[src/rtl/core/tagrec_pkg.sv]
// Shared types, codes and defaults of the tagged record decoder.
`default_nettype none

package tagrec_pkg;

  // Default sizing of the block.
  localparam int unsigned MaxColumnsDefault = 16;
  localparam int unsigned QueueDepthDefault = 4;

  // Configuration register indexes.
  localparam logic [1:0] CFG_COLUMN_COUNT  = 2'd0;
  localparam logic [1:0] CFG_COLUMN_TYPES  = 2'd1;
  localparam logic [1:0] CFG_NULLABLE_MASK = 2'd2;

  // Column type codes, which are also the tag byte values.
  localparam logic [1:0] TYPE_NULL    = 2'd0;
  localparam logic [1:0] TYPE_INTEGER = 2'd1;
  localparam logic [1:0] TYPE_BOOLEAN = 2'd2;
  localparam logic [1:0] TYPE_TEXT    = 2'd3;

  // Result kinds.
  localparam logic [2:0] KIND_NULL = 3'd0;
  localparam logic [2:0] KIND_INT  = 3'd1;
  localparam logic [2:0] KIND_BOOL = 3'd2;
  localparam logic [2:0] KIND_HDR  = 3'd3;
  localparam logic [2:0] KIND_BYTE = 3'd4;
  localparam logic [2:0] KIND_ERR  = 3'd5;

  // Error codes.
  localparam logic [2:0] ERR_NONE      = 3'd0;
  localparam logic [2:0] ERR_TRUNCATED = 3'd1;
  localparam logic [2:0] ERR_BAD_NULL  = 3'd2;
  localparam logic [2:0] ERR_MISMATCH  = 3'd3;
  localparam logic [2:0] ERR_BAD_BOOL  = 3'd4;
  localparam logic [2:0] ERR_TRAILING  = 3'd5;
  localparam logic [2:0] ERR_NULL_TYPE = 3'd6;

  // One decoded result item.
  typedef struct packed {
    logic [3:0]  column;
    logic [2:0]  kind;
    logic [63:0] payload;
    logic [2:0]  error_code;
    logic        record_done;
  } tagrec_result_t;

endpackage

`default_nettype wire

[src/rtl/core/tagged_record_decoder_top.sv]
// Each result item passes through the result queue and then the output register.
// Throughput: one record byte per cycle while the queue has room, set by the front end.
// The result queue lets the front keep taking bytes while the consumer stalls briefly.
// Reset clears the decode state, the queue and the output; registers return to one column,
// all types null and nothing nullable. No clearing pass is needed after reset.
`default_nettype none

module tagged_record_decoder_top import tagrec_pkg::*; #(
  parameter int unsigned MAX_COLUMNS = MaxColumnsDefault,
  parameter int unsigned QUEUE_DEPTH = QueueDepthDefault
) (
  input  wire logic               clk_i,
  input  wire logic               rst_ni,
  input  wire logic               cfg_we_i,
  input  wire logic [1:0]         cfg_idx_i,
  input  wire logic [31:0]        cfg_wdata_i,
  input  wire logic               in_valid_i,
  output logic                    in_ready_o,
  input  wire logic [7:0]         record_byte_i,
  input  wire logic               end_of_record_i,
  output logic                    out_valid_o,
  input  wire logic               out_ready_i,
  output logic [3:0]              column_o,
  output logic [2:0]              kind_o,
  output logic signed [63:0]      payload_o,
  output logic [2:0]              error_code_o,
  output logic                    record_done_o
);

  logic           push;
  logic           q_full;
  logic           q_empty;
  logic           pop;
  tagrec_result_t front_res;
  tagrec_result_t q_res;
  tagrec_result_t out_res;

  // Byte decoder.
  tagrec_front #(
    .MAX_COLUMNS (MAX_COLUMNS)
  ) u_front (
    .clk_i           (clk_i),
    .rst_ni          (rst_ni),
    .cfg_we_i        (cfg_we_i),
    .cfg_idx_i       (cfg_idx_i),
    .cfg_wdata_i     (cfg_wdata_i),
    .in_valid_i      (in_valid_i),
    .in_ready_o      (in_ready_o),
    .record_byte_i   (record_byte_i),
    .end_of_record_i (end_of_record_i),
    .q_full_i        (q_full),
    .push_o          (push),
    .result_o        (front_res)
  );

  // Result queue.
  tagrec_queue #(
    .DEPTH (QUEUE_DEPTH)
  ) u_queue (
    .clk_i   (clk_i),
    .rst_ni  (rst_ni),
    .push_i  (push),
    .data_i  (front_res),
    .full_o  (q_full),
    .pop_i   (pop),
    .empty_o (q_empty),
    .data_o  (q_res)
  );

  // Output stage.
  tagrec_back u_back (
    .clk_i       (clk_i),
    .rst_ni      (rst_ni),
    .q_empty_i   (q_empty),
    .q_data_i    (q_res),
    .pop_o       (pop),
    .out_valid_o (out_valid_o),
    .out_ready_i (out_ready_i),
    .out_data_o  (out_res)
  );

  assign column_o      = out_res.column;
  assign kind_o        = out_res.kind;
  assign payload_o     = out_res.payload;
  assign error_code_o  = out_res.error_code;
  assign record_done_o = out_res.record_done;

endmodule

`default_nettype wire

[src/rtl/core/tagrec_front.sv]
// Front end: accepts record bytes, tracks the decode state and classifies each byte.
`default_nettype none

module tagrec_front import tagrec_pkg::*; #(
  parameter int unsigned MAX_COLUMNS = MaxColumnsDefault
) (
  input  wire logic           clk_i,
  input  wire logic           rst_ni,
  input  wire logic           cfg_we_i,
  input  wire logic [1:0]     cfg_idx_i,
  input  wire logic [31:0]    cfg_wdata_i,
  input  wire logic           in_valid_i,
  output logic                in_ready_o,
  input  wire logic [7:0]     record_byte_i,
  input  wire logic           end_of_record_i,
  input  wire logic           q_full_i,
  output logic                push_o,
  output tagrec_result_t      result_o
);

  // Decode phases.
  localparam logic [2:0] PhTag  = 3'd0;
  localparam logic [2:0] PhInt  = 3'd1;
  localparam logic [2:0] PhBool = 3'd2;
  localparam logic [2:0] PhLen  = 3'd3;
  localparam logic [2:0] PhText = 3'd4;

  localparam logic [4:0] MaxCnt = 5'(MAX_COLUMNS);

  // Configuration registers.
  logic [4:0]  col_count_q;
  logic [31:0] col_types_q;
  logic [15:0] nullable_q;

  // Decode state.
  logic [4:0]  col_q, col_d;
  logic [2:0]  phase_q, phase_d;
  logic [2:0]  bcnt_q, bcnt_d;
  logic [63:0] asm_q, asm_d;
  logic [31:0] rem_q, rem_d;
  logic        disc_q, disc_d;

  logic        accept;
  logic [4:0]  eff_cnt;
  logic [1:0]  cur_type;
  logic        adv;
  logic        hit;
  logic        clr;
  logic [2:0]  kind;
  logic [2:0]  err;
  logic [63:0] pay;
  logic [4:0]  rcol;
  logic [31:0] len;

  function automatic logic [1:0] type_of(logic [31:0] types, logic [3:0] c);
    return types[{c, 1'b0} +: 2];
  endfunction

  // Configuration writes.
  always_ff @(posedge clk_i or negedge rst_ni) begin
    if (!rst_ni) begin
      col_count_q <= 5'd1;
      col_types_q <= '0;
      nullable_q  <= '0;
    end else if (cfg_we_i) begin
      unique case (cfg_idx_i)
        CFG_COLUMN_COUNT:  col_count_q <= cfg_wdata_i[4:0];
        CFG_COLUMN_TYPES:  col_types_q <= cfg_wdata_i;
        CFG_NULLABLE_MASK: nullable_q  <= cfg_wdata_i[15:0];
        default: ;
      endcase
    end
  end

  // Column count in use: zero counts as one, and it is capped at the maximum.
  always_comb begin
    if (col_count_q == 5'd0) begin
      eff_cnt = 5'd1;
    end else if (col_count_q > MaxCnt) begin
      eff_cnt = MaxCnt;
    end else begin
      eff_cnt = col_count_q;
    end
  end

  assign accept     = in_valid_i && in_ready_o;
  assign in_ready_o = !q_full_i;
  assign len        = {record_byte_i, asm_q[23:0]};

  // Per-byte decode step.
  always_comb begin
    col_d    = col_q;
    phase_d  = phase_q;
    bcnt_d   = bcnt_q;
    asm_d    = asm_q;
    rem_d    = rem_q;
    disc_d   = disc_q;
    adv      = 1'b0;
    hit      = 1'b0;
    clr      = 1'b0;
    kind     = KIND_NULL;
    err      = ERR_NONE;
    pay      = '0;
    rcol     = col_q;
    cur_type = type_of(col_types_q, col_q[3:0]);

    if (disc_q) begin
      // Dropping the rest of a failed record.
      clr = end_of_record_i;
    end else begin
      unique case (phase_q)
        PhTag: begin
          if (col_q >= eff_cnt) begin
            err  = ERR_TRAILING;
            rcol = eff_cnt - 5'd1;
          end else if (cur_type == TYPE_NULL) begin
            err = ERR_NULL_TYPE;
          end else if (record_byte_i == 8'd0) begin
            if (!nullable_q[col_q[3:0]]) begin
              err = ERR_BAD_NULL;
            end else begin
              hit  = 1'b1;
              kind = KIND_NULL;
              adv  = 1'b1;
            end
          end else if (record_byte_i != {6'd0, cur_type}) begin
            err = ERR_MISMATCH;
          end else begin
            bcnt_d = '0;
            asm_d  = '0;
            if (cur_type == TYPE_INTEGER) begin
              phase_d = PhInt;
            end else if (cur_type == TYPE_BOOLEAN) begin
              phase_d = PhBool;
            end else begin
              phase_d = PhLen;
            end
          end
        end
        PhInt: begin
          asm_d[{bcnt_q, 3'b000} +: 8] = record_byte_i;
          if (bcnt_q == 3'd7) begin
            hit  = 1'b1;
            kind = KIND_INT;
            pay  = {record_byte_i, asm_q[55:0]};
            adv  = 1'b1;
          end else begin
            bcnt_d = bcnt_q + 3'd1;
          end
        end
        PhBool: begin
          if (record_byte_i > 8'd1) begin
            err = ERR_BAD_BOOL;
          end else begin
            hit  = 1'b1;
            kind = KIND_BOOL;
            pay  = {56'd0, record_byte_i};
            adv  = 1'b1;
          end
        end
        PhLen: begin
          if (bcnt_q == 3'd3) begin
            hit  = 1'b1;
            kind = KIND_HDR;
            pay  = {32'd0, len};
            if (len == 32'd0) begin
              adv = 1'b1;
            end else begin
              phase_d = PhText;
              rem_d   = len;
              bcnt_d  = '0;
              asm_d   = '0;
            end
          end else begin
            asm_d[{bcnt_q, 3'b000} +: 8] = record_byte_i;
            bcnt_d = bcnt_q + 3'd1;
          end
        end
        default: begin
          // Text body bytes.
          hit   = 1'b1;
          kind  = KIND_BYTE;
          pay   = {56'd0, record_byte_i};
          rem_d = rem_q - 32'd1;
          if (rem_q == 32'd1) begin
            adv = 1'b1;
          end
        end
      endcase

      // Move on to the next column.
      if (adv) begin
        col_d   = col_q + 5'd1;
        phase_d = PhTag;
        bcnt_d  = '0;
        asm_d   = '0;
        rem_d   = '0;
      end

      // A record that ends before all columns are complete.
      if (err == ERR_NONE && end_of_record_i &&
          !(phase_d == PhTag && col_d >= eff_cnt)) begin
        rcol = col_d;
        if (phase_d == PhTag && type_of(col_types_q, col_d[3:0]) == TYPE_NULL) begin
          err = ERR_NULL_TYPE;
        end else if (phase_d == PhBool) begin
          err = ERR_BAD_BOOL;
        end else begin
          err = ERR_TRUNCATED;
        end
      end

      if (err != ERR_NONE) begin
        hit  = 1'b1;
        kind = KIND_ERR;
        pay  = '0;
        if (end_of_record_i) begin
          clr = 1'b1;
        end else begin
          disc_d = 1'b1;
        end
      end else if (hit && end_of_record_i) begin
        clr = 1'b1;
      end
    end

    // Start afresh for the next record.
    if (clr) begin
      col_d   = '0;
      phase_d = PhTag;
      bcnt_d  = '0;
      asm_d   = '0;
      rem_d   = '0;
      disc_d  = 1'b0;
    end
  end

  // State registers, updated on each accepted item.
  always_ff @(posedge clk_i or negedge rst_ni) begin
    if (!rst_ni) begin
      col_q   <= '0;
      phase_q <= PhTag;
      bcnt_q  <= '0;
      asm_q   <= '0;
      rem_q   <= '0;
      disc_q  <= 1'b0;
    end else if (accept) begin
      col_q   <= col_d;
      phase_q <= phase_d;
      bcnt_q  <= bcnt_d;
      asm_q   <= asm_d;
      rem_q   <= rem_d;
      disc_q  <= disc_d;
    end
  end

  // Result towards the queue.
  assign push_o                 = accept && hit;
  assign result_o.column        = rcol[3:0];
  assign result_o.kind          = kind;
  assign result_o.payload       = pay;
  assign result_o.error_code    = err;
  assign result_o.record_done   = end_of_record_i;

  // The column index never runs past the largest schema.
  a_col_bound: assert property (@(posedge clk_i) disable iff (!rst_ni)
    col_q <= MaxCnt)
    else $error("column index beyond the maximum column count");

  // Nothing is produced while the rest of a failed record is being dropped.
  a_discard_silent: assert property (@(posedge clk_i) disable iff (!rst_ni)
    accept && disc_q |-> !push_o)
    else $error("result produced while discarding");

  // An error on a byte that is not the last one starts discarding.
  a_err_discard: assert property (@(posedge clk_i) disable iff (!rst_ni)
    push_o && result_o.kind == KIND_ERR && !end_of_record_i |=> disc_q)
    else $error("error mid-record did not start discarding");

endmodule

`default_nettype wire

[src/rtl/core/tagrec_queue.sv]
// Short result queue between the front end and the output stage.
`default_nettype none

module tagrec_queue import tagrec_pkg::*; #(
  parameter int unsigned DEPTH = QueueDepthDefault
) (
  input  wire logic           clk_i,
  input  wire logic           rst_ni,
  input  wire logic           push_i,
  input  wire tagrec_result_t data_i,
  output logic                full_o,
  input  wire logic           pop_i,
  output logic                empty_o,
  output tagrec_result_t      data_o
);

  localparam int unsigned PtrW = (DEPTH > 1) ? $clog2(DEPTH) : 1;
  localparam int unsigned CntW = $clog2(DEPTH + 1);
  localparam logic [PtrW-1:0] LastPtr = PtrW'(DEPTH - 1);
  localparam logic [CntW-1:0] FullCnt = CntW'(DEPTH);

  tagrec_result_t        mem_q [DEPTH];
  logic [PtrW-1:0]       wr_q, rd_q;
  logic [CntW-1:0]       cnt_q;
  logic                  do_push, do_pop;

  assign full_o  = (cnt_q == FullCnt);
  assign empty_o = (cnt_q == '0);
  assign do_push = push_i && !full_o;
  assign do_pop  = pop_i && !empty_o;
  assign data_o  = mem_q[rd_q];

  // Storage.
  always_ff @(posedge clk_i) begin
    if (do_push) begin
      mem_q[wr_q] <= data_i;
    end
  end

  // Pointers and fill count.
  always_ff @(posedge clk_i or negedge rst_ni) begin
    if (!rst_ni) begin
      wr_q  <= '0;
      rd_q  <= '0;
      cnt_q <= '0;
    end else begin
      if (do_push) begin
        wr_q <= (wr_q == LastPtr) ? '0 : wr_q + PtrW'(1);
      end
      if (do_pop) begin
        rd_q <= (rd_q == LastPtr) ? '0 : rd_q + PtrW'(1);
      end
      if (do_push && !do_pop) begin
        cnt_q <= cnt_q + CntW'(1);
      end else if (do_pop && !do_push) begin
        cnt_q <= cnt_q - CntW'(1);
      end
    end
  end

  // The front end never offers an item to a full queue.
  a_no_overflow: assert property (@(posedge clk_i) disable iff (!rst_ni)
    !(push_i && full_o))
    else $error("item pushed into a full queue");

  // The fill count stays within the depth.
  a_cnt_bound: assert property (@(posedge clk_i) disable iff (!rst_ni)
    cnt_q <= FullCnt)
    else $error("queue fill count beyond depth");

endmodule

`default_nettype wire

[src/rtl/core/tagrec_back.sv]
// Back end: output register that hands result items to the consumer.
`default_nettype none

module tagrec_back import tagrec_pkg::*; (
  input  wire logic           clk_i,
  input  wire logic           rst_ni,
  input  wire logic           q_empty_i,
  input  wire tagrec_result_t q_data_i,
  output logic                pop_o,
  output logic                out_valid_o,
  input  wire logic           out_ready_i,
  output tagrec_result_t      out_data_o
);

  logic           valid_q;
  tagrec_result_t data_q;
  logic           load;

  // Take the next item whenever the output register is free or being emptied.
  assign load  = !q_empty_i && (!valid_q || out_ready_i);
  assign pop_o = load;

  always_ff @(posedge clk_i or negedge rst_ni) begin
    if (!rst_ni) begin
      valid_q <= 1'b0;
    end else if (load) begin
      valid_q <= 1'b1;
    end else if (out_ready_i) begin
      valid_q <= 1'b0;
    end
  end

  always_ff @(posedge clk_i) begin
    if (load) begin
      data_q <= q_data_i;
    end
  end

  assign out_valid_o = valid_q;
  assign out_data_o  = data_q;

endmodule

`default_nettype wire
[config.mk]
export PLATFORM = sky130hd
export DESIGN_NAME = tagged_record_decoder_top
export DESIGN_NICKNAME = d
export VERILOG_FILES = /design/src/rtl/core/tagrec_pkg.sv /design/src/rtl/core/tagged_record_decoder_top.sv /design/src/rtl/core/tagrec_front.sv /design/src/rtl/core/tagrec_queue.sv /design/src/rtl/core/tagrec_back.sv
export SDC_FILE = /design/constraint.sdc
export NUM_CORES = 1
export LEC_CHECK = 0
export BUFFER_PORTS_ARGS = -buffer_cell sky130_fd_sc_hd__buf_2
export CAP_MARGIN = 20
export CORE_MARGIN = 4
export CORE_UTILIZATION = 30
export CTS_BUF_LIST = sky130_fd_sc_hd__clkbuf_8
export DETAILED_ROUTE_END_ITERATION = 12
export PLACE_DENSITY = 0.43
export SYNTH_ARGS = -nofsm -noshare
export SYNTH_HDL_FRONTEND = slang
export SYNTH_SLANG_ARGS = --single-unit
[constraint.sdc]
create_clock -name clk_i -period 7.3 [get_ports clk_i]
set_clock_uncertainty 0.2 [all_clocks]
set_input_delay 1.095 -clock clk_i [delete_from_list [all_inputs] [get_ports clk_i]]
set_output_delay 1.095 -clock clk_i [all_outputs]
set_load 0.01 [all_outputs]
### After elaboration in Yosys (flattened, before gate mapping)

Memory sizes are Yosys's and may differ from the RTL's. A register that Yosys moved wholly into a read port is not among the register bits.
Cells that the tools add are included.

* input bits: 48
* register bits after elaboration: 169
* output and inout bits: 77
* logic and storage cells: 208
* memory bits (writable): 300
* memories kept: 1

Memory list
* u_queue.mem_q: depth 4, bits a word 75, read ports 1, clocked after Yosys merged registers in 1, wr ports 1, RTL line tagrec_queue.sv:22 `tagrec_result_t mem_q [DEPTH];`

* $add $sub $neg: 9
* reductions and logical operators: 41
* shift operators: 4
* mux-type cells: 110
* $lt $le $gt $ge: 5
* eq/ne operators: 25

Operators with widths (number)
* $mux W64: 12
* $pmux W64 S4: 1
* $mux W32: 6
* $pmux W64 S3: 1
* $mux W3: 35
* $bwmux W64: 1
* $pmux W32 S2: 1
* $shift A8 B8 Y64 const A: 1
* $shiftx A32 B6 Y2: 2
* $shiftx A8 B8 Y64: 1
* $eq A32 B1 Y1 const B: 1
* $logic_not A32 Y1: 1
* $sub A32 B1 Y32 const B: 1
* $mux W5: 6
* $mux W1: 29
* $ne A4 B3 Y1 const B: 6
* $mux W4: 4
* $eq A3 B2 Y1 const B: 4
* $logic_and A1 B1 Y1: 12
* $logic_not A3 Y1: 4
* $mux W2: 6
* $pmux W3 S2: 2
* $pmux W3 S4: 1
* $ge A5 B5 Y1: 2
* other kinds (35): 54

### Depth between registers and ports, before layout

* word-level depth: 26
* mapped depth: 26
* mapped depth without buffers: 25

### Hierarchy

From an unflattened synthesis, not the netlist that was laid out.

* cell total of the unflattened synthesis: 1490
* area total of the unflattened synthesis: 22881.9 µm²

Modules (own cells, without submodules)
* tagrec_queue: cells an instance 429, instances 1, area an instance 11289.6 µm², sequential area each 9183.8 µm²
* tagrec_front: cells an instance 981, instances 1, area an instance 9290.2 µm², sequential area each 3829.9 µm²
* tagrec_back: cells an instance 80, instances 1, area an instance 2302.2 µm², sequential area each 2277.2 µm²

### Worst setup path before layout

OpenSTA, ideal clock, no wires.

* path type: input-to-reg
* from: input record_byte_i[6]
* to: memory u_queue.mem_q[1][0] (netlist bit), enable pin
* data required time: 6.659 ns
* data arrival time: 6.457 ns
* setup time: 0.441 ns
* slack: 0.202 ns
* path buffers: 0
* stages: 16
* cell sequence: or4_1 or4b_1 nor3_1 a211oi_1 a21boi_1 xnor2_1 ha_1 nand2b_1 a21oi_1 nor2b_1 o21ai_0 nand2b_1 a21oi_1 o211ai_2 a211oi_2 and2_1

* longest elaborated chain between the ends: 21
* elaborated cells on any way between the ends: 54
* classes of those cells: order compare: 2; eq/ne: 2; shift: 1; mux: 36; reduce/logical: 13

Ends and longest elaborated chain
* start: declaration: RTL line tagged_record_decoder_top.sv:19 `input wire logic [7:0] record_byte_i,`
* parallel branches: the longest is 15 deep, another holds $gt A8 B1 Y1
* $mux W1 *: RTL line tagrec_front.sv:213 `if (err != ERR_NONE) begin`
* $mux W1 *: RTL line tagrec_front.sv:107 `if (disc_q) begin`
* $logic_and A1 B1 Y1 *: RTL line tagrec_front.sv:258 `assign push_o = accept && hit;`
* $logic_and A1 B1 Y1 *: RTL line tagrec_queue.sv:29 `assign do_push = push_i && !full_o;`
* named net u_queue.do_push: RTL line tagrec_queue.sv:25 `logic do_push, do_pop;`
* $mux W1 *: RTL line tagrec_queue.sv:35 `if (do_push) begin`
* $mux W1 (not written as such) *: RTL line tagrec_queue.sv:36 `mem_q[wr_q] <= data_i;`
* end: declaration: RTL line tagrec_queue.sv:22

Mark *: on every way through the listed nets, which the timed path passes. The select of a mux whose other input is x is not followed.

### Final worst setup path

* from: register u_front.col_q[1]
* to: register u_queue.cnt_q[2]

* longest elaborated chain between the ends: 25
* elaborated cells on any way between the ends: 60
* classes of those cells: add/sub: 1; order compare: 2; eq/ne: 4; shift: 2; mux: 35; reduce/logical: 16

Ends and longest elaborated chain
* start: declaration: RTL line tagrec_front.sv:36 `logic [4:0] col_q, col_d;`
* start signal: assignment: RTL line tagrec_front.sv:248 `col_q <= col_d;`
* parallel branches: the longest is 18 deep, another holds $shiftx A32 B6 Y2
* $mux W1 *: RTL line tagrec_front.sv:213
* $mux W1 *: RTL line tagrec_front.sv:107
* $logic_and A1 B1 Y1 *: RTL line tagrec_front.sv:258
* $logic_and A1 B1 Y1 *: RTL line tagrec_queue.sv:29
* named net u_queue.do_push: RTL line tagrec_queue.sv:25
* $logic_not A1 Y1: RTL line tagrec_queue.sv:55 `end else if (do_pop && !do_push) begin`
* $logic_and A1 B1 Y1: RTL line tagrec_queue.sv:55
* $reduce_bool A2 Y1 (no source line)
* end signal: assignment: RTL line tagrec_queue.sv:54 `cnt_q <= cnt_q + CntW'(1);`
* end signal: assignment: RTL line tagrec_queue.sv:56 `cnt_q <= cnt_q - CntW'(1);`
* end: declaration: RTL line tagrec_queue.sv:24 `logic [CntW-1:0] cnt_q;`

Marks and branches as above.
A chain may end at the register's enable or synchronous reset.

==> metrics.md <==
| Metric | Value |
|---|---|
| Run status | `complete, no violations` |
| Post-cts hold buffer count | `0` |
| CTS resizes | `0` |
| Port bufs | `124` |
| Final GP Congestion | `0.779` |
| Number of max-cap violations | `0` |
| Avg WL per Cell | `21.7 um` |
| Fmax | `164 MHz` |
| Depth of the most critical reg-to-reg path | `22` |
| Critical path's largest stage delay | `0.85 ns` |
| Multi-input logic area | `7010 um^2` |
| Relative slew slack | `30.0%` |
| Largest family of logic cells by synthesized area | `multiplexers` |
| Syn Inst Count | `1468` |
| RR Endpoint | `u_queue.cnt_q[2]` |
| Max VDD drop | `0.153 mV` |
| Period utilization | `83.4%` |
| Root Driver | `clkbuf_8` |
| Final std cells w/o fill | `2698` |
| Die Span Y | `283 um` |
| Setup ws final | `1.21 ns` |
| Remaining Overflow, GRT | `0` |
| Layout Area Growth over Synthesis | `17.2%` |
| Core area | `74700 um^2` |
| Worst-path clk slew | `0.06 ns` |
| # nets final | `1724` |
| Reg area | `15300 um^2` |
| Period minus WS final | `6.09 ns` |
| Dpl hpwl | `38.3 mm` |
| Vias | `13.5k` |
| Synth Area in Compound Gates | `8.55%` |
| Worst r2r src | `u_front.col_q[1]` |
| Chip width | `283 um` |
| DR vias/cell | `5.00` |
| Design area | `26600 um^2` |
| Total track usage | `14.6%` |
| Initial antenna violation count | `2` |
| H-Tree Depth | `3` |
| Most frequent cell after synthesis | `edfxtp_1` |
| Sequential area share after synthesis | `67.4%` |
| Instance count on the critical path | `22` |
| Final Max Slew Viols | `0` |
| CP max-delay cell | `dfrtp_1` |
| Initial drt markers | `803` |
| Worst Setup Path Type | `reg -> reg` |
| Area post-placement | `24700 um^2` |
| Bufs and invs on worst path | `2` |
| XOR/XNOR share of the synthesized area | `0.425%` |
| Placed cells | `2519` |
| Final Setup Violations | `0` |
| Crit Path Max Fanout | `18` |
| Post-synth EDFFs | `375` |
| Final Hold Fails | `0` |
| Hold_ws | `0.159 ns` |
| CP Launch Point | `u_front.col_q[1]` |
| Net Count, Synth | `1543` |
| Synth area leaders | `edfxtp_1 50%, dfrtp_1 18%, mux4_2 8.4%` |
| Yosys top cell area share | `49.6%` |
| Layout cells sized above 1 | `27.4%` |
| Post-Synth Adder-Cell Area | `1.52%` |
| CTS tree | `built` |
| Detailed Routing Iterations Pass 1 | `5` |
| Top cells by count, synth | `375 x edfxtp_1, 160 x dfrtp_1, 100 x nor2_1` |
| Clk Latency, worst-skew pair | `0.69 ns` |
| Critical path data arrival time | `6.49 ns` |
| Syn_area_per_cell | `15.5 um^2` |
| Seq cells post-synth | `536` |
| Routed Antenna Nets | `0` |
| First-pass GRT wire length | `90.6 mm` |
| Syn Std Cell Area | `22700 um^2` |
| Leakage | `10.0 nW` |
| Clock Sinks | `536` |
| Async SR Flop Fraction | `30.0%` |
| Power density cells | `375 nW/um^2` |
| Setup bufs post-CTS | `0` |
| Total CTS buffers | `95` |
| Detailed Route WL | `58.7 mm` |
| Largest net degree at the start of global routing | `67` |
| Top Ports | `125` |
| Critical path cell sequence | `mux4_2 > mux2_2 > a211oi_1 > nor3_2 > a21boi_1 > xnor2_1 > ha_1 > nand2b_1 > a21oi_1 > nor2b_1 > o21ai_0 > nand2b_1 > a21oi_1 > o211ai_2 > a211oi_2 > buf_4 > ha_1 > inv_1 > fa_1 > xor2_1 > nor2_1 > xor2_1` |
| Row cnt | `100` |
| Number of remaining DRC errors | `0` |
| Startpoint Class | `flop` |
| Post-place setup slack | `0.664 ns` |
| Post-synth top area cell | `edfxtp_1` |
| Vias in the first global route | `14.3k` |
| Hold crit path type | `in -> async` |
| Flop-to-flop setup slack | `1.21 ns` |
| Crit path to | `u_queue.cnt_q[2]` |
| Setup tns final | `0 ns` |
| Crit-path leading delay family | `compound AO/OA/AOI/OAI gates` |
| Multiplexer share of the synthesized area | `12.0%` |
| RSZ-0062 raised after global routing | `no` |
| Worst Path Required | `7.71 ns` |
| Fraction of the mapped netlist area in simple logic gates | `8.20%` |
| Top FF cell, synth | `edfxtp_1` |
| Fillers | `7123` |
| Worst-Margin Slew | `1.05 ns` |
| Initial Util | `30.4%` |
| Die area | `80100 um^2` |
| CTS max path bufs | `3` |
| Ys Warns | `0` |
| Worst setup EP type | `flop` |
| Yosys cell types | `76` |
==> power breakdown <==
part	internal, mW	switching (mW)
Combinational	1.18	1.68
Clock	1.44	1.28
Sequential	4.04	0.367
==> registers in the layout, summed over array words and instances (netlist names) <==
register and flops:
u_front.col_count_q 5, u_front.asm_q 56, u_front.col_q 5, u_front.disc_q 1, u_front.bcnt_q 3, u_back.out_data_o 75, u_front.phase_q 3, u_front.col_types_q 32
u_queue.mem_q 300, u_back.out_valid_o 1, u_queue.rd_q 2, u_queue.cnt_q 3, u_front.nullable_q 16, u_front.rem_q 32, u_queue.wr_q 2
==> per-stage QoR <==
step / power [mW] / utilization [%]
6_report: 9.98 / 35.6
5_1_grt: 10.6 / 35.6
4_1_cts: 10.2 / 35.5
3_5_place_dp: 7.39 / 33.0
3_3_place_gp: 7.36 / 33.0
2_1_floorplan: 6.29 / -
==> worst min-delay path by stage <==
stage	startpoint	to	slack, ns	cells after the start
detailed placement	u_queue.cnt_q[2]	u_queue.cnt_q[2]	0.28	1
finish	rst_ni	u_front.nullable_q[4]	0.16	1
global placement	u_front.asm_q[40]	u_front.asm_q[40]	0.28	1
CTS	rst_ni	u_front.col_q[0]	0.11	1
global route	rst_ni	u_front.nullable_q[4]	0.13	1
floorplan	u_front.asm_q[40]	u_front.asm_q[40]	0.26	1
==> layout make-up <==
class	count	area share [%]
clock inverter	71	1.64
clock buffer	104	5.38
antenna	2	0.0188
multi-input combinational	824	26.4
sequential	536	57.5
timing repair buffer	165	4.12
inverter	27	0.381
tap	969	4.56
==> worst reg2reg max path: stages (launching register included) <==
cell and delay [ns]:
dfrtp_1 0.85, mux4_2 0.59, mux2_2 0.33, a211oi_1 0.31, nor3_2 0.11, a21boi_1 0.60, xnor2_1 0.20, ha_1 0.24
nand2b_1 0.14, a21oi_1 0.15, nor2b_1 0.06, o21ai_0 0.13, nand2b_1 0.07, a21oi_1 0.28, o211ai_2 0.23, a211oi_2 0.26
buf_4 0.18, ha_1 0.19, inv_1 0.06, fa_1 0.37, xor2_1 0.17, nor2_1 0.13, xor2_1 0.16
==> logic make-up after synthesis <==
| group | count (synthesis) |
|---|---|
| buffers and inverters | 108 |
| flip-flops | 536 |
| multiplexers | 159 |
| adder cells (fa/ha/maj) | 27 |
| AO/OA/AOI/OAI | 282 |
| XOR/XNOR | 11 |
| AND/OR/NAND/NOR | 345 |
==> layout by cell type (no fill, tap or decap), types with 7 or more instances in the layout <==
master    synthesis  routed
edfxtp_1        375     375
dfrtp_1         160     158
buf_2             3     123
clkbuf_8          0     104
nor2_1          100      99
mux4_2           85      85
o21ai_0          71      71
nand2_1          61      61
mux2_2           60      60
a22o_1           56      56
a21oi_1          56      55
inv_1            26      54
and3_1           53      53
a22oi_1          34      34
nor3_1           34      33
buf_4             1      30
ha_1             26      26
clkinv_1          1      20
nor4_1           19      19
mux2i_1          14      14
clkinv_2          0      13
nor2b_1          11      11
or3_1             9       9
nand3_1           9       9
xnor2_1           8       8
buf_12            0       8
nand4_1           7       7
nor4b_4           7       7
==> routing by layer <==
layer | vias to the layer above | global-route usage [%] | routed length (um)
met4 | 0 | 4.04 | 1440
met1 | 6899 | 19.4 | 26200
met5 | - | 0 | 0
met3 | 108 | 3.46 | 2710
li1 | 6150 | - | -
met2 | 328 | 23.9 | 28300
Note: power is estimated with default switching activity, not from simulation.
